<file path="config.mk">
export PLATFORM = sky130hd
export DESIGN_NAME = tmt_apb_regs
export DESIGN_NICKNAME = d
export VERILOG_FILES = /design/src/rtl/tmt_pkg.sv /design/src/rtl/tmt_apb_regs.sv
export SDC_FILE = /design/constraint.sdc
export NUM_CORES = 1
export LEC_CHECK = 0
export BUFFER_PORTS_ARGS = -buffer_cell sky130_fd_sc_hd__buf_4
export CORE_ASPECT_RATIO = 0.8
export CORE_UTILIZATION = 34
export DETAILED_ROUTE_END_ITERATION = 6
export GPL_TIMING_DRIVEN = 0
export PLACE_DENSITY = 0.83
export SLEW_MARGIN = 20
export SYNTH_ARGS = -nofsm -noshare
export SYNTH_HDL_FRONTEND = slang
export SYNTH_SLANG_ARGS = --single-unit
</file>
<file path="constraint.sdc">
create_clock -name clk -period 1.78 [get_ports clk]
set_input_delay 0.356 -clock clk [delete_from_list [all_inputs] [get_ports clk]]
set_output_delay 0.356 -clock clk [all_outputs]
set_load 0.01 [all_outputs]
</file>
<file path="src/rtl/tmt_pkg.sv">
// Shared types and constants of the text-mode terminal.
package tmt_pkg;

    localparam int CELL_W       = 16;
    localparam int IN_TDATA_W   = 24;
    localparam int OUT_TDATA_W  = 40;
    localparam int PADDR_W      = 3;

    localparam int OP_W         = 2;
    localparam int CHAR_W       = 8;
    localparam int RROW_W       = 5;
    localparam int RCOL_W       = 7;
    localparam int OROW_W       = 5;
    localparam int OCOL_W       = 7;
    localparam int OLIN_W       = 11;

    localparam logic [OP_W-1:0] OP_PUT   = 2'd0;
    localparam logic [OP_W-1:0] OP_CLEAR = 2'd1;
    localparam logic [OP_W-1:0] OP_READ  = 2'd2;

    localparam logic [CHAR_W-1:0] CH_NEWLINE   = 8'd10;
    localparam logic [CHAR_W-1:0] CH_RETURN    = 8'd13;
    localparam logic [CHAR_W-1:0] CH_BACKSPACE = 8'd8;
    localparam logic [CHAR_W-1:0] CH_SPACE     = 8'h20;

    localparam logic [CELL_W-1:0] RESET_CELL = 16'h0720;

    localparam logic [PADDR_W-1:0] ADDR_FG = 3'd0;
    localparam logic [PADDR_W-1:0] ADDR_BG = 3'd4;

    localparam logic [3:0] FG_RESET = 4'd7;
    localparam logic [3:0] BG_RESET = 4'd0;

    typedef enum logic [2:0] {
        ST_INIT,
        ST_IDLE,
        ST_EXEC,
        ST_RWAIT,
        ST_COPY,
        ST_FILL,
        ST_DONE
    } state_t;

endpackage

</file>
<file path="src/rtl/tmt_apb_regs.sv">
// APB configuration registers: foreground and background color.
module tmt_apb_regs
(
    input  logic                         clk,
    input  logic                         rst_n,
    input  logic                         psel,
    input  logic                         penable,
    input  logic                         pwrite,
    input  logic [tmt_pkg::PADDR_W-1:0]  paddr,
    input  logic [31:0]                  pwdata,
    output logic [31:0]                  prdata,
    output logic                         pready,
    output logic [7:0]                   attr
);

    logic [3:0] fg_reg;
    logic [3:0] bg_reg;
    logic       wr_en;

    assign pready = 1'b1;
    assign wr_en  = psel & penable & pwrite & pready;

    always_ff @(posedge clk or negedge rst_n)
    begin
        if (!rst_n)
        begin
            fg_reg <= tmt_pkg::FG_RESET;
            bg_reg <= tmt_pkg::BG_RESET;
        end
        else if (wr_en)
        begin
            if (paddr == tmt_pkg::ADDR_FG)
            begin
                fg_reg <= pwdata[3:0];
            end
            if (paddr == tmt_pkg::ADDR_BG)
            begin
                bg_reg <= pwdata[3:0];
            end
        end
    end

    always_comb
    begin
        case (paddr)
            tmt_pkg::ADDR_FG: prdata = {28'd0, fg_reg};
            tmt_pkg::ADDR_BG: prdata = {28'd0, bg_reg};
            default:          prdata = 32'd0;
        endcase
    end

    assign attr = {bg_reg, fg_reg};

endmodule

</file>
==> metrics <==
status completed; gpl congestion 0.680; Synth Register Bits 8; Slew headroom 0.597; Final period util 0.911; clock skew 0 ns; utilization after layout 0.574; share of cells above drive strength 1 0.585; reg-to-reg slack, setup 0.99 ns; largest area contributor in the netlist buf_4; reg2reg path depth 1; CP Buf/Inv Count 2; final cell count without fillers 140; Rows 13; maximum VDD drop 490 uV; RSZ-0062 raised after global routing no; Hold Crit Class input port to flip-flop; CP top delay family simple AND/OR/NAND/NOR gates; clk buf depth 2; synth top area cells buf_4 (33%), dfrtp_1 (19%), dfstp_2 (12%); H-Tree Depth 1; Pre-antenna DRT Iters 1; Num CTS Buffers 3; vias per inst 3.49; Ports 81; Worst Max-Slew Pin Slew 0.599 ns; critical path class input port to flip-flop; Max FO, Critical Path 6; Worst Setup End Kind flip-flop; Reg-to-Reg End bg_reg[3]; Crit-path slowest cell nor3_1; Port-buffer cells 22; clk_lat worst skew 0.25 ns; CTS-repair resized insts 0; Critical Path Stages 5; critical-path cell list buf_4, or2_1, buf_6, nor3_1, mux2_2; via count 489; root buffer cell clkbuf_4; CTS tree yes; Clock Sinks 8; final hold slack 0.334 ns; synthesized area 651 um^2; final setup fails 0; syn avg cell area 10.2 um^2; DRC errors left 0; Die Ht 41.1 um; largest net degree at the start of global routing 9; Hold Path Sink fg_reg[2]; synthesis-to-layout area growth 50.8%; fmax 0.616 GHz; hpwl dp 1100 um; Worst Hold Path Cells 2; Final Hold Fails 0; Worst EP required 1.92 ns; gr usage total 0.138; die width 50.9 um; vias in the first global route 430; antenna violations before repair 0; worst r2r src bg_reg[3]; DP Cell Count 135; leakage power 0.000590 uW; fin. max-slew vios 0; Seq/Total Area, Yosys 0.313; drt first-iter violations 0; Nets 159; hold path start pwdata[2]; DRT antenna net count 0; Yosys warnings 0; CORE AREA 1710 um^2; Data arrival, critical path 1.76 ns; post-route cell area 981 um^2; post-synth top area share 0.335; Post-Synthesis Cells 64; global-route congestion overflow total 0; wire per inst 9.03 um; fin crit period 1.62 ns; Die ar. 2090 um^2; Worst Setup Start Kind input port; first-pass GRT wire length 1910 um; max incr delay on CP 0.52 ns; Synth cell types 15; Max-cap violations 0; Antenna Cells 0; DRT Wirelength 1260 um; Power Dens Cells 686 nW/um^2; Post-DP Area 945 um^2; Reg clk slew, reported paths 0.06 ns; Initial Utilization 0.381
==> timing repair <==
item                                   in CTS  in global routing
hold buffers                                1                  0
endpoints found under the hold margin       5                  0
setup buffers                               0                  0
==> cells in the mapped netlist (all sizes together) <==
cell type  number
buf            32
mux2            8
dfrtp           5
mux2i           4
nor2            4
dfstp           3
conb            2
nand2           2
inv             1
nor3            1
or2             1
or4             1
==> layout make-up <==
| cell class | count | area (um^2) |
|---|---|---|
| plain buffers | 32 | 245 |
| fillers | 156 | 727 |
| flip-flops and latches | 8 | 204 |
| inverters | 1 | 3.75 |
| repair buffers | 23 | 175 |
| clock buffers | 4 | 26.3 |
| well taps | 22 | 27.5 |
| multi-input cells | 50 | 299 |
==> worst max-delay path by stage <==
stage | from | end | slack (ns)
2_1_floorplan | paddr[1] | fg_reg[3] | 0.07
3_3_place_gp | paddr[1] | bg_reg[2] | -0.08
3_5_place_dp | paddr[1] | bg_reg[3] | -0.12
4_1_cts | paddr[1] | bg_reg[3] | 0.16
5_1_grt | paddr[1] | bg_reg[3] | 0.08
6_report | paddr[1] | bg_reg[0] | 0.16
==> layer usage <==
layer,track usage,wire length (um),up-vias
met5,0,0,-
met4,0.104,0,0
met3,0.0296,113,0
met2,0.263,675,32
met1,0.141,475,205
li1,-,-,252
==> power by group <==
group          internal [uW]  switching, uW  total [uW]
combinational            156            103         259
sequential               228           30.9         259
clock                   86.2           68.8         155
total                    470            203         673
==> cell families (layout without fill, tap and decap cells) <==
| logic type | count (synthesis) | in the layout | share of synthesized area |
|---|---|---|---|
| flops | 8 | 8 | 0.313 |
| simple gates | 9 | 9 | 0.0692 |
| other cells | 2 | 29 | 0.0115 |
| mux | 12 | 12 | 0.223 |
| buf+inv | 33 | 60 | 0.383 |
==> placed cells by master, fill, tap and decap left out, types with 2 or more instances in the layout <==
| master | n |
|---|---|
| dfrtp_1 | 5 |
| nor2_1 | 4 |
| clkbuf_4 | 3 |
| mux2_4 | 4 |
| nand2_1 | 2 |
| dfstp_2 | 3 |
| mux2i_1 | 4 |
| mux2_2 | 4 |
| buf_6 | 2 |
| buf_4 | 51 |
| conb_1 | 29 |
==> stage by stage <==
stage / power [uW] / TNS, ns / setup WS [ns]
2_1_floorplan: 416 / 0 / 0.0663
3_3_place_gp: 510 / -0.447 / -0.0775
3_5_place_dp: 518 / -0.674 / -0.122
4_1_cts: 682 / 0 / 0.164
5_1_grt: 714 / 0 / 0.0756
6_report: 673 / 0 / 0.158
No activity file was read; power rests on OpenSTA's default activity.
